### src/rtl/pf_pkg.sv
// ============================================================================
// pf_pkg: shared types, constants and helpers for the Playfair encryptor
// Letter indexes run 0..25 (A..Z). Square cells run 0..24 (row*5 + col).
// ============================================================================
package pf_pkg;

    localparam int SQ_DIM   = 5;
    localparam int SQ_CELLS = 25;
    localparam int ALPHA    = 26;

    typedef logic [4:0] t_letter;
    typedef logic [4:0] t_cell;
    typedef logic [2:0] t_coord;

    localparam t_letter IDX_I = 5'd8;
    localparam t_letter IDX_J = 5'd9;
    localparam t_letter IDX_X = 5'd23;
    localparam t_letter LAST_LETTER = 5'd25;
    localparam t_cell   CELLS_FULL  = 5'd25;

    localparam logic [7:0] ASCII_UA = 8'd65;
    localparam logic [7:0] ASCII_UZ = 8'd90;
    localparam logic [7:0] ASCII_LA = 8'd97;
    localparam logic [7:0] ASCII_LZ = 8'd122;
    localparam logic [6:0] ASCII_A7 = 7'd65;

    typedef struct packed {
        logic    valid;
        t_letter idx;
    } t_fold;

    // Table write: one new square entry and its letter's position.
    typedef struct packed {
        logic    en;
        t_letter letter;
        t_cell   slot;
    } t_tbl_wr;

    // Table reads: two letter positions, or two square cells.
    typedef struct packed {
        logic    pos_en;
        t_letter letter_a;
        t_letter letter_b;
        logic    sq_en;
        t_cell   cell_a;
        t_cell   cell_b;
    } t_tbl_rd;

    // Fold a byte to a letter index, J onto I; non-letters are invalid.
    function automatic t_fold fold_char(input logic [7:0] code);
        t_fold f;
        f.valid = 1'b0;
        f.idx   = '0;
        if (code >= ASCII_UA && code <= ASCII_UZ) begin
            f.valid = 1'b1;
            f.idx   = 5'(code - ASCII_UA);
        end else if (code >= ASCII_LA && code <= ASCII_LZ) begin
            f.valid = 1'b1;
            f.idx   = 5'(code - ASCII_LA);
        end
        if (f.idx == IDX_J) begin
            f.idx = IDX_I;
        end
        return f;
    endfunction

    function automatic t_coord cell_row(input t_cell c);
        t_coord r;
        if (c >= 5'd20)      r = 3'd4;
        else if (c >= 5'd15) r = 3'd3;
        else if (c >= 5'd10) r = 3'd2;
        else if (c >= 5'd5)  r = 3'd1;
        else                 r = 3'd0;
        return r;
    endfunction

    function automatic t_coord cell_col(input t_cell c);
        t_cell base;
        base = 5'({2'b00, cell_row(c)} * 5'(SQ_DIM));
        return 3'(c - base);
    endfunction

    function automatic t_coord step5(input t_coord v);
        return (v == 3'(SQ_DIM - 1)) ? 3'd0 : 3'(v + 3'd1);
    endfunction

    function automatic t_cell cell_of(input t_coord r, input t_coord c);
        return 5'({r, 2'b00} + {2'b00, r} + {2'b00, c});
    endfunction

endpackage

### src/rtl/playfair_encryptor.sv
// ============================================================================
// playfair_encryptor: Playfair cipher over a stream of ASCII characters
// Builds the 5x5 key square from keyword characters, then pairs and
// enciphers text letters, one ciphertext letter per output transaction.
// ============================================================================
//
//  channel | direction | handshake          | payload
//  --------+-----------+--------------------+---------------------------------
//  input   | in        | i_valid / o_stall  | i_action, i_char_code, i_is_last
//  output  | out       | o_valid / i_stall  | o_cipher_letter, o_last_of_run
//
// A keyword letter is written when accepted, if new; an ending keyword
// character adds a walk over the alphabet that fills the rest of the
// square, one letter per cycle through the shared table write.
// A text character that completes a pair is looked up by two registered
// table reads (position memory, then square memory) and delivered letter
// by letter; up to two pairs (four letters) follow from one character.
// o_stall is high whenever the block is busy with a transaction. Output
// stalls hold the current letter. Synchronous active-low reset clears the
// letter-used set, fill count and pending letter; table contents are left
// as they are and are rewritten by the next keyword.
// ============================================================================
module playfair_encryptor (
    input  logic       i_clk,
    input  logic       i_rst_n,
    input  logic       i_valid,
    output logic       o_stall,
    input  logic       i_action,
    input  logic [7:0] i_char_code,
    input  logic       i_is_last,
    output logic       o_valid,
    input  logic       i_stall,
    output logic [6:0] o_cipher_letter,
    output logic       o_last_of_run
);

    localparam logic [2:0] S_IDLE  = 3'd0;
    localparam logic [2:0] S_FILL  = 3'd1;
    localparam logic [2:0] S_POS   = 3'd2;
    localparam logic [2:0] S_SQ    = 3'd3;
    localparam logic [2:0] S_EMIT1 = 3'd4;
    localparam logic [2:0] S_EMIT2 = 3'd5;

    // Control state
    logic [2:0]            r_state,      n_state;
    logic [25:0]           r_used,       n_used;
    pf_pkg::t_cell         r_fill,       n_fill;
    pf_pkg::t_letter       r_pend,       n_pend;
    logic                  r_pend_valid, n_pend_valid;
    logic                  r_more,       n_more;
    pf_pkg::t_letter       r_walk,       n_walk;

    // Pair payload
    pf_pkg::t_letter       r_pa, n_pa;
    pf_pkg::t_letter       r_pb, n_pb;
    pf_pkg::t_letter       r_pa2, n_pa2;

    pf_pkg::t_tbl_wr       wr;
    pf_pkg::t_tbl_rd       rd;
    pf_pkg::t_cell         pos_a, pos_b;
    pf_pkg::t_letter       sq_a, sq_b;

    pf_pkg::t_fold         fold;
    logic                  accept;
    logic                  has1, has2, mid_valid;
    pf_pkg::t_letter       b1, mid_letter;
    pf_pkg::t_letter       place_letter;
    logic                  place_try;

    pf_pkg::t_coord        row_a, col_a, row_b, col_b;

    assign accept  = i_valid && !o_stall;
    assign o_stall = (r_state != S_IDLE);
    assign fold    = pf_pkg::fold_char(i_char_code);

    // Output side: letters come straight from the registered square reads
    assign o_valid         = (r_state == S_EMIT1) || (r_state == S_EMIT2);
    assign o_cipher_letter = pf_pkg::ASCII_A7 +
                             {2'b00, (r_state == S_EMIT2) ? sq_b : sq_a};
    assign o_last_of_run   = (r_state == S_EMIT2) && !r_more;

    // Text pairing: first pair from the held letter, second from padding
    always_comb begin
        has1       = fold.valid && r_pend_valid;
        b1         = (fold.idx == r_pend) ? pf_pkg::IDX_X : fold.idx;
        mid_valid  = r_pend_valid;
        mid_letter = r_pend;
        if (fold.valid) begin
            if (!r_pend_valid) begin
                mid_valid  = 1'b1;
                mid_letter = fold.idx;
            end else if (fold.idx != r_pend) begin
                mid_valid  = 1'b0;
            end
        end
        has2 = i_is_last && mid_valid;
    end

    // Square coordinates of the two looked-up letters
    always_comb begin
        row_a = pf_pkg::cell_row(pos_a);
        col_a = pf_pkg::cell_col(pos_a);
        row_b = pf_pkg::cell_row(pos_b);
        col_b = pf_pkg::cell_col(pos_b);
    end

    always_comb begin
        n_state      = r_state;
        n_used       = r_used;
        n_fill       = r_fill;
        n_pend       = r_pend;
        n_pend_valid = r_pend_valid;
        n_more       = r_more;
        n_walk       = r_walk;
        n_pa         = r_pa;
        n_pb         = r_pb;
        n_pa2        = r_pa2;

        place_try    = 1'b0;
        place_letter = fold.idx;

        rd.pos_en    = (r_state == S_POS);
        rd.letter_a  = r_pa;
        rd.letter_b  = r_pb;
        rd.sq_en     = (r_state == S_SQ);
        // Rectangle rule unless the two letters share a row or column
        if (row_a == row_b) begin
            rd.cell_a = pf_pkg::cell_of(row_a, pf_pkg::step5(col_a));
            rd.cell_b = pf_pkg::cell_of(row_b, pf_pkg::step5(col_b));
        end else if (col_a == col_b) begin
            rd.cell_a = pf_pkg::cell_of(pf_pkg::step5(row_a), col_a);
            rd.cell_b = pf_pkg::cell_of(pf_pkg::step5(row_b), col_b);
        end else begin
            rd.cell_a = pf_pkg::cell_of(row_a, col_b);
            rd.cell_b = pf_pkg::cell_of(row_b, col_a);
        end

        case (r_state)
            S_IDLE: begin
                if (accept && !i_action) begin
                    place_try    = fold.valid;
                    place_letter = fold.idx;
                    if (i_is_last) begin
                        n_walk  = '0;
                        n_state = S_FILL;
                    end
                end else if (accept) begin
                    n_pend       = mid_letter;
                    n_pend_valid = mid_valid && !i_is_last;
                    n_pa2        = mid_letter;
                    n_pb         = pf_pkg::IDX_X;
                    if (has1) begin
                        n_pa    = r_pend;
                        n_pb    = b1;
                        n_more  = has2;
                        n_state = S_POS;
                    end else if (has2) begin
                        n_pa    = mid_letter;
                        n_more  = 1'b0;
                        n_state = S_POS;
                    end
                end
            end
            S_FILL: begin
                place_try    = (r_walk != pf_pkg::IDX_J);
                place_letter = r_walk;
                if (r_walk == pf_pkg::LAST_LETTER) begin
                    n_state = S_IDLE;
                end else begin
                    n_walk = r_walk + 5'd1;
                end
            end
            S_POS: begin
                n_state = S_SQ;
            end
            S_SQ: begin
                n_state = S_EMIT1;
            end
            S_EMIT1: begin
                if (!i_stall) begin
                    n_state = S_EMIT2;
                end
            end
            S_EMIT2: begin
                if (!i_stall) begin
                    if (r_more) begin
                        // Advance to the padded pair
                        n_pa    = r_pa2;
                        n_pb    = pf_pkg::IDX_X;
                        n_more  = 1'b0;
                        n_state = S_POS;
                    end else begin
                        n_state = S_IDLE;
                    end
                end
            end
            default: begin
                n_state = S_IDLE;
            end
        endcase

        // Append a letter once, while the square still has room
        wr.en     = place_try && (r_fill != pf_pkg::CELLS_FULL) && !r_used[place_letter];
        wr.letter = place_letter;
        wr.slot   = r_fill;
        if (wr.en) begin
            n_used[place_letter] = 1'b1;
            n_fill               = r_fill + 5'd1;
        end
    end

    always_ff @(posedge i_clk) begin
        if (!i_rst_n) begin
            r_state      <= S_IDLE;
            r_used       <= '0;
            r_fill       <= '0;
            r_pend       <= '0;
            r_pend_valid <= 1'b0;
            r_more       <= 1'b0;
            r_walk       <= '0;
        end else begin
            r_state      <= n_state;
            r_used       <= n_used;
            r_fill       <= n_fill;
            r_pend       <= n_pend;
            r_pend_valid <= n_pend_valid;
            r_more       <= n_more;
            r_walk       <= n_walk;
        end
    end

    always_ff @(posedge i_clk) begin
        r_pa  <= n_pa;
        r_pb  <= n_pb;
        r_pa2 <= n_pa2;
    end

    pf_tables u_tables (
        .i_clk   (i_clk),
        .i_wr    (wr),
        .i_rd    (rd),
        .o_pos_a (pos_a),
        .o_pos_b (pos_b),
        .o_sq_a  (sq_a),
        .o_sq_b  (sq_b)
    );

endmodule

### src/rtl/pf_tables.sv
// ============================================================================
// pf_tables: key square and letter position memories
// Two synchronous memories, one write port each, two registered reads each.
// ============================================================================
module pf_tables (
    input  logic             i_clk,
    input  pf_pkg::t_tbl_wr  i_wr,
    input  pf_pkg::t_tbl_rd  i_rd,
    output pf_pkg::t_cell    o_pos_a,
    output pf_pkg::t_cell    o_pos_b,
    output pf_pkg::t_letter  o_sq_a,
    output pf_pkg::t_letter  o_sq_b
);

    pf_pkg::t_letter m_square [pf_pkg::SQ_CELLS];
    pf_pkg::t_cell   m_pos    [pf_pkg::ALPHA];

    always_ff @(posedge i_clk) begin
        if (i_wr.en) begin
            m_square[i_wr.slot] <= i_wr.letter;
            m_pos[i_wr.letter]  <= i_wr.slot;
        end
    end

    always_ff @(posedge i_clk) begin
        if (i_rd.pos_en) begin
            o_pos_a <= m_pos[i_rd.letter_a];
            o_pos_b <= m_pos[i_rd.letter_b];
        end
        if (i_rd.sq_en) begin
            o_sq_a <= m_square[i_rd.cell_a];
            o_sq_b <= m_square[i_rd.cell_b];
        end
    end

endmodule
### config.mk
export PLATFORM = sky130hd
export DESIGN_NAME = playfair_encryptor
export DESIGN_NICKNAME = d
export VERILOG_FILES = /design/src/rtl/pf_pkg.sv /design/src/rtl/playfair_encryptor.sv /design/src/rtl/pf_tables.sv
export SDC_FILE = /design/constraint.sdc
export NUM_CORES = 1
export LEC_CHECK = 0
export BUFFER_PORTS_ARGS = -buffer_cell sky130_fd_sc_hd__buf_2
export CAP_MARGIN = 10
export CORE_MARGIN = 2
export CORE_UTILIZATION = 35
export DETAILED_ROUTE_END_ITERATION = 6
export SKIP_LAST_GASP = 1
export SLEW_MARGIN = 15
export SYNTH_ARGS = -nofsm -noshare
export SYNTH_HDL_FRONTEND = slang
export SYNTH_SLANG_ARGS = --single-unit
### constraint.sdc
create_clock -name i_clk -period 11.3 [get_ports i_clk]
set_input_delay 0.565 -clock i_clk [delete_from_list [all_inputs] [get_ports i_clk]]
set_output_delay 0.565 -clock i_clk [all_outputs]
set_load 0.1 [all_outputs]
Yosys cells after proc, flatten, opt, wreduce, memory -nomap -nowiden
Memory sizes are Yosys's and may differ from the RTL's. A register that Yosys moved wholly into a read port is not among the register bits.
Index checks and enable logic that the tools add are counted.
Word-level totals
  output and inout port bits: 10
  register bits after elaboration: 61
  word-level logic and storage cells: 174
  memory bits (writable): 255
  memories: 2
  bits of input ports: 14
Cells by class
  reduce and logical (&&, ||, !) cells: 27
  bitwise gates (word level): 2
  order comparisons: 14
  equal/unequal tests: 30
  add/sub/neg operators: 21
  multiplexer cells: 66
  $mul: 2
Memories
  u_tables.m_pos: words 26, width 5, rd ports 2, clocked after memory_dff 2, wr ports 1, line pf_tables.sv:16  | pf_pkg::t_cell m_pos [pf_pkg::ALPHA];
  u_tables.m_square: words 25, width 5, rd ports 2, clocked after memory_dff 2, wr ports 1, line pf_tables.sv:15  | pf_pkg::t_letter m_square [pf_pkg::SQ_CELLS];
Operators with widths (number)
  $mux 5: 20
  $add 5x3->5: 10
  $mux 3: 15
  $pmux 5 s2: 3
  $or 26x26->26: 1
  $ge 5x4->1 const B: 4
  $mux 10: 2
  $eq 3x3->1 const B: 6
  $ne 2x2->1 const B: 9
  $pmux 3 s6: 1
  $ge 8x7->1 const B: 2
  $le 8x7->1 const B: 2
  $mux 1: 15
  $add 3x1->3 const B: 4
  $mux 6: 2
  $reduce_and 6->1: 2
  $logic_and 1x1->1: 11
  $add 5x1->5 const B: 2
  $ge 5x3->1 const B: 2
  $ge 5x5->1 const B: 2
  $reduce_and 5->1: 2
  $sub 5x1->5 const B: 2
  $ne 3x3->1 const B: 3
  $mux 2: 4
  other kinds (26): 36

Depth between registers and ports, before layout
  depth in word-level cells: 16
  gate-level depth with buffers: 25

Modules after synthesis
Synthesis repeated with hierarchy kept, for this count alone.
Unflattened totals
  cells, all modules: 1365
  area total of the unflattened synthesis: 17979.7 um2
Modules (own cells, without submodules)
  pf_tables: cells each 795, seq. area each 8257.9 um2, times used 1, area each 13067.5 um2
  playfair_encryptor: cells each 570, seq. area each 1371.3 um2, times used 1, area each 4912.2 um2

Worst setup path after synthesis
Ideal clock, no wire load.
  kind: register to output
  from: register r_state[2]
  to: output o_cipher_letter[2]
  arrival time: 5.558 ns
  required time: 10.735 ns
  cell stages (with the launch flop): 8
  setup slack: 5.177 ns
  path through: dfxtp_1 -> nor2b_1 -> clkbuf_1 -> nand2_1 -> mux2i_1 -> inv_1 -> ha_1 -> xnor2_1
Between the ends
  cells in the longest elaborated chain, start to end: 3
Ends and longest elaborated chain
  start: declaration: line playfair_encryptor.sv:45  | logic [2:0] r_state, n_state;
  start signal: assignment: line playfair_encryptor.sv:222  | r_state <= n_state;
  $eq 3x3->1: line playfair_encryptor.sv:79  | {2'b00, (r_state == S_EMIT2) ? sq_b : sq_a};
  $mux 5: line playfair_encryptor.sv:79
  $add 7x5->7: line playfair_encryptor.sv:78  | assign o_cipher_letter = pf_pkg::ASCII_A7 +
  end: declaration: line playfair_encryptor.sv:33  | output logic [6:0] o_cipher_letter,
Every way passes these cells.

Final worst setup path
  from: register u_tables.o_pos_a[2] (read register of u_tables.m_pos)
  to: register u_tables.o_sq_a[2] (read register of u_tables.m_square) (data pin)
Between the ends
  cells in the longest elaborated chain, start to end: 11
Ends and longest elaborated chain
  start: declaration: line pf_tables.sv:9  | output pf_pkg::t_cell o_pos_a,
  $ge 5x3->1: line pf_pkg.sv:72  | else if (c >= 5'd5) r = 3'd1;
  $mux 1: line pf_pkg.sv:72
  $mux 2: line pf_pkg.sv:71  | else if (c >= 5'd10) r = 3'd2;
  $mux 3: line pf_pkg.sv:70  | else if (c >= 5'd15) r = 3'd3;
  $mux 3: line pf_pkg.sv:69  | if (c >= 5'd20) r = 3'd4;
  $mul 3x3->3 (tied with other cells): line pf_pkg.sv:79  | base = 5'({2'b00, cell_row(c)} * 5'(SQ_DIM));
  $sub 3x3->3 / $mux 3 (equally long branches): line pf_pkg.sv:80, pf_pkg.sv:84
  $add 3x1->3 (tied with other cells): line pf_pkg.sv:84  | return (v == 3'(SQ_DIM - 1)) ? 3'd0 : 3'(v + 3'd1);
  $mux 3 / $add 5x3->5 (equally long branches): line pf_pkg.sv:84, pf_pkg.sv:88
  $add 5x3->5 / $mux 10 (equally long branches): line pf_pkg.sv:88, playfair_encryptor.sv:130
  $mux 10 (*): line playfair_encryptor.sv:127  | if (row_a == row_b) begin
  end: declaration: line pf_tables.sv:11  | output pf_pkg::t_letter o_sq_a,
Every way passes the cells marked *; elsewhere a longest branch is shown, timed or not.
A chain may end at the register's enable or synchronous reset.

==> impl_metrics.json <==
{
  "outcome": "complete, no violations",
  "htreeDepth": 2,
  "final.hold.worst_slack_ps": 449.0,
  "synth_warnings": 0,
  "min_delay_path_depth": 5,
  "floorplan.initialDensity_pct": 35.36,
  "critical_path.max_fanout": 9,
  "cts_tree": "yes",
  "antenna-diode-count": 0,
  "ios": 24,
  "grt-ovfl-total": 0,
  "synth_edf_count": 290,
  "worst_ep_required_time_ps": 11580,
  "worst_setup_path_end_kind": "register",
  "die_width_microns": 231.4,
  "worst-path-buf-inv": 3,
  "cts_hold_buffers": 0,
  "synth_async_sr_flop_share_pct": 0,
  "largest-register": "u_tables.m_pos",
  "layout_commonest_cell": "edfxtp_1",
  "first_pass_iters": 6,
  "final-seq-area_sq_mm": 0.009632,
  "remaining_drc_errors": 0,
  "fin_tns_setup_ps": 0,
  "portBuffers": 22,
  "max_clock_freq_mhz": 145.2,
  "worstSetupPathDepth": 21,
  "worstSkewPairLatency_ps": 540,
  "synth_cell_types": 85,
  "fp.dieArea_sq_mm": 0.05356,
  "number_of_antenna_violations_at_the_first_check_in_global_routing": 0,
  "area_delta_synth_final_pct": 10.82,
  "timing.critical_path.slowest_cell_delay_ps": 820,
  "global_route_wire_length_before_repair_microns": 74490,
  "cell_types_occupying_the_most_area_after_synthesis": "edfxtp_1 48%, mux4_2 8.8%, mux2i_1 5.5%",
  "place.gp.congestion": 0.8926,
  "die_h_microns": 231.4,
  "timing.final.crit_share_pct": 60.93,
  "maxCapViolCount": 0,
  "crit_path_frequent_cell": "inv_1",
  "first_global_vias": 12280,
  "post_synth_net_total": 1516,
  "worstMarginPinSlew_ps": 1170,
  "syn-mean-instance-area_sq_um": 12.47,
  "pin_count_of_the_biggest_net_entering_global_routing": 54,
  "dr.first_iter.drc_count": 1028,
  "hpwlAfterDp_microns": 33730,
  "finalClockSkew_ps": 19.02,
  "critPathLaunchType": "register",
  "postRouteAntennaNets": 0,
  "timing.slew.headroom_pct": 21.51,
  "cts_resized": 0,
  "coreArea_sq_mm": 0.05120,
  "grt_setup_unrepaired": "no",
  "post_drt_wl_per_cell_microns": 22.55,
  "post_dp_cell_area_sq_mm": 0.01892,
  "synth_seq_area_share_pct": 53.19,
  "final_layout_size_suffix_gt1_share_pct": 14.92,
  "routed_via_density": 5.762,
  "clock_path_buffers": 3,
  "worstHoldPathType": "input port to register",
  "final_net_count": 1515,
  "post-cts-setup-buffers": 0,
  "fp-row-count": 83,
  "largest_reg_flops": 130,
  "critical_path.reg2reg.startpoint": "u_tables.o_pos_a[2]",
  "post_synthesis_cell_count": 1452,
  "finalMaxSlewViolations": 0,
  "ff_to_ff_path_depth": 21,
  "layout.cell_area.non_filler_sq_mm": 0.02006,
  "timing.reg2reg.setup_slack_ps": 4420,
  "cell_area_synth_sq_mm": 0.01810,
  "clock_tree.root_cell": "clkbuf_16",
  "synth.top_cell.area_share_pct": 48.10,
  "clock_sinks": 336,
  "worst-endpoint-arrival_ps": 7170,
  "cts_made_buffers": 34,
  "report.final.hold_viol_count": 0,
  "min_period_ps": 6885,
  "n_fill_cell": 4757,
  "via_count": 12420,
  "yosysTopAreaCell": "edfxtp_1",
  "ys_seq_elements": 336,
  "ordered_cell_list_for_the_critical_path": "o21ai_0 > nor2_1 > a21oi_1 > inv_1 > fa_1 > or3b_2 > o311a_1 > nand3_1 > inv_1 > fa_1 > inv_1 > ha_1 > a21o_1 > a21oi_1 > xor2_1 > o211ai_1 > o211ai_1 > a211oi_1 > nand2_1 > o2bb2ai_1 > nor4_1",
  "multiInputGateArea_sq_mm": 0.007934,
  "route.final.wire_length_microns": 48590,
  "slowest_stage": "a211oi_1",
  "dominantRegCellSynth": "edfxtp_1",
  "top_regs": "u_tables.m_pos x130, u_tables.m_square x125, r_used x26",
  "cts.clk_slew.worst_paths_ps": 60,
  "most-common-layout-cells": "290 x edfxtp_1, 146 x nand2_1, 100 x mux2i_1",
  "timing_worst_setup_path_type": "register to register",
  "groute.usage.overall_pct": 18.09,
  "timing.final.setup_violations": 0,
  "cp_top_delay_family": "compound AO/OA/AOI/OAI gates",
  "min_from": "i_valid",
  "critical_path.reg2reg.endpoint": "u_tables.o_sq_a[2]",
  "min_to": "r_state[2]"
}
[Yosys cell counts (6+ instances only)]
master / number
a211o_1: 8
a211oi_1: 28
inv_1: 59
mux2i_1: 100
o2bb2ai_1: 6
nor2b_1: 21
and3_1: 9
dfxtp_1: 46
xor2_1: 15
nor4_1: 8
o21ai_0: 30
buf_1: 6
clkbuf_1: 63
a2111oi_0: 8
o21a_1: 22
nor2_1: 74
nand4_1: 6
nand2b_1: 11
buf_2: 8
a21boi_0: 8
ha_1: 40
nor3_2: 8
mux4_2: 71
fa_1: 10
o211ai_1: 15
a21oi_1: 82
mux2_2: 22
xnor2_1: 10
nand2_1: 146
nand3_1: 21
a21o_1: 10
and2_1: 15
edfxtp_1: 290
nor3_1: 37
o31ai_1: 9
a22o_1: 25
o22ai_1: 14
[metal layers]
| layer | wire, microns | vias up | global-route usage (%) |
|---|---|---|---|
| met4 | 1215 | 0 | 5.565 |
| met2 | 23770 | 435 | 30.55 |
| met5 | 0 | - | 0 |
| met1 | 20600 | 6302 | 23.81 |
| met3 | 3011 | 84 | 2.990 |
| li1 | - | 5596 | - |
[stage by stage]
step | setup slack (ps) | util (%) | cells
finish | 4415 | 39.19 | 2155
global route | 3994 | 39.19 | 2155
CTS | 4497 | 39.18 | 2155
detailed placement | 4515 | 36.96 | 2095
global placement | 4553 | 36.93 | 2094
floorplan | 5177 | - | 1452
[cells by family after synthesis]
family                     count (synthesis)  share of synthesized area, %
DFF                                      336                         53.19
buffers and inverters                    142                         3.096
other                                      1                       0.02071
adders and majority gates                 51                         3.926
xor gates and xnor gates                  28                         1.548
muxes                                    194                         15.81
and+or+nand+nor                          383                         10.19
AOI/OAI and AO/OA                        317                         12.21
[worst register-to-register path, cell delays in order (launching register included)]
cell and delay, ps:
edfxtp_1 490, o21ai_0 410, nor2_1 70, a21oi_1 560, inv_1 290, fa_1 570
or3b_2 470, o311a_1 140, nand3_1 260, inv_1 200, fa_1 630, inv_1 60
ha_1 280, a21o_1 160, a21oi_1 170, xor2_1 100, o211ai_1 130, o211ai_1 130
a211oi_1 820, nand2_1 330, o2bb2ai_1 270, nor4_1 90
[worst max path at each step]
stage          slack, ps           startpoint                      end
4_1_cts             4500  u_tables.o_pos_a[2]       u_tables.o_sq_a[2]
3_5_place_dp        4520       i_char_code[0]  u_tables.m_square[2][0]
5_1_grt             3990  u_tables.o_pos_a[2]       u_tables.o_sq_a[2]
6_report            4420  u_tables.o_pos_a[2]       u_tables.o_sq_a[2]
3_3_place_gp        4550  u_tables.o_pos_a[2]       u_tables.o_sq_a[3]
2_1_floorplan       5180           r_state[2]       o_cipher_letter[2]
[final cells by class]
class,count,share of cell area [%]
Inverter,62,1.172
Clock inverter,21,1.328
Tap cell,680,4.241
Sequential cell,336,48.01
Timing Repair Buffer,43,1.372
Multi-Input combinational cell,974,39.54
Clock buffer,39,4.334
Power is not shown: default switching activity piles up to over one toggle a cycle in this logic, so the estimate is an artifact.
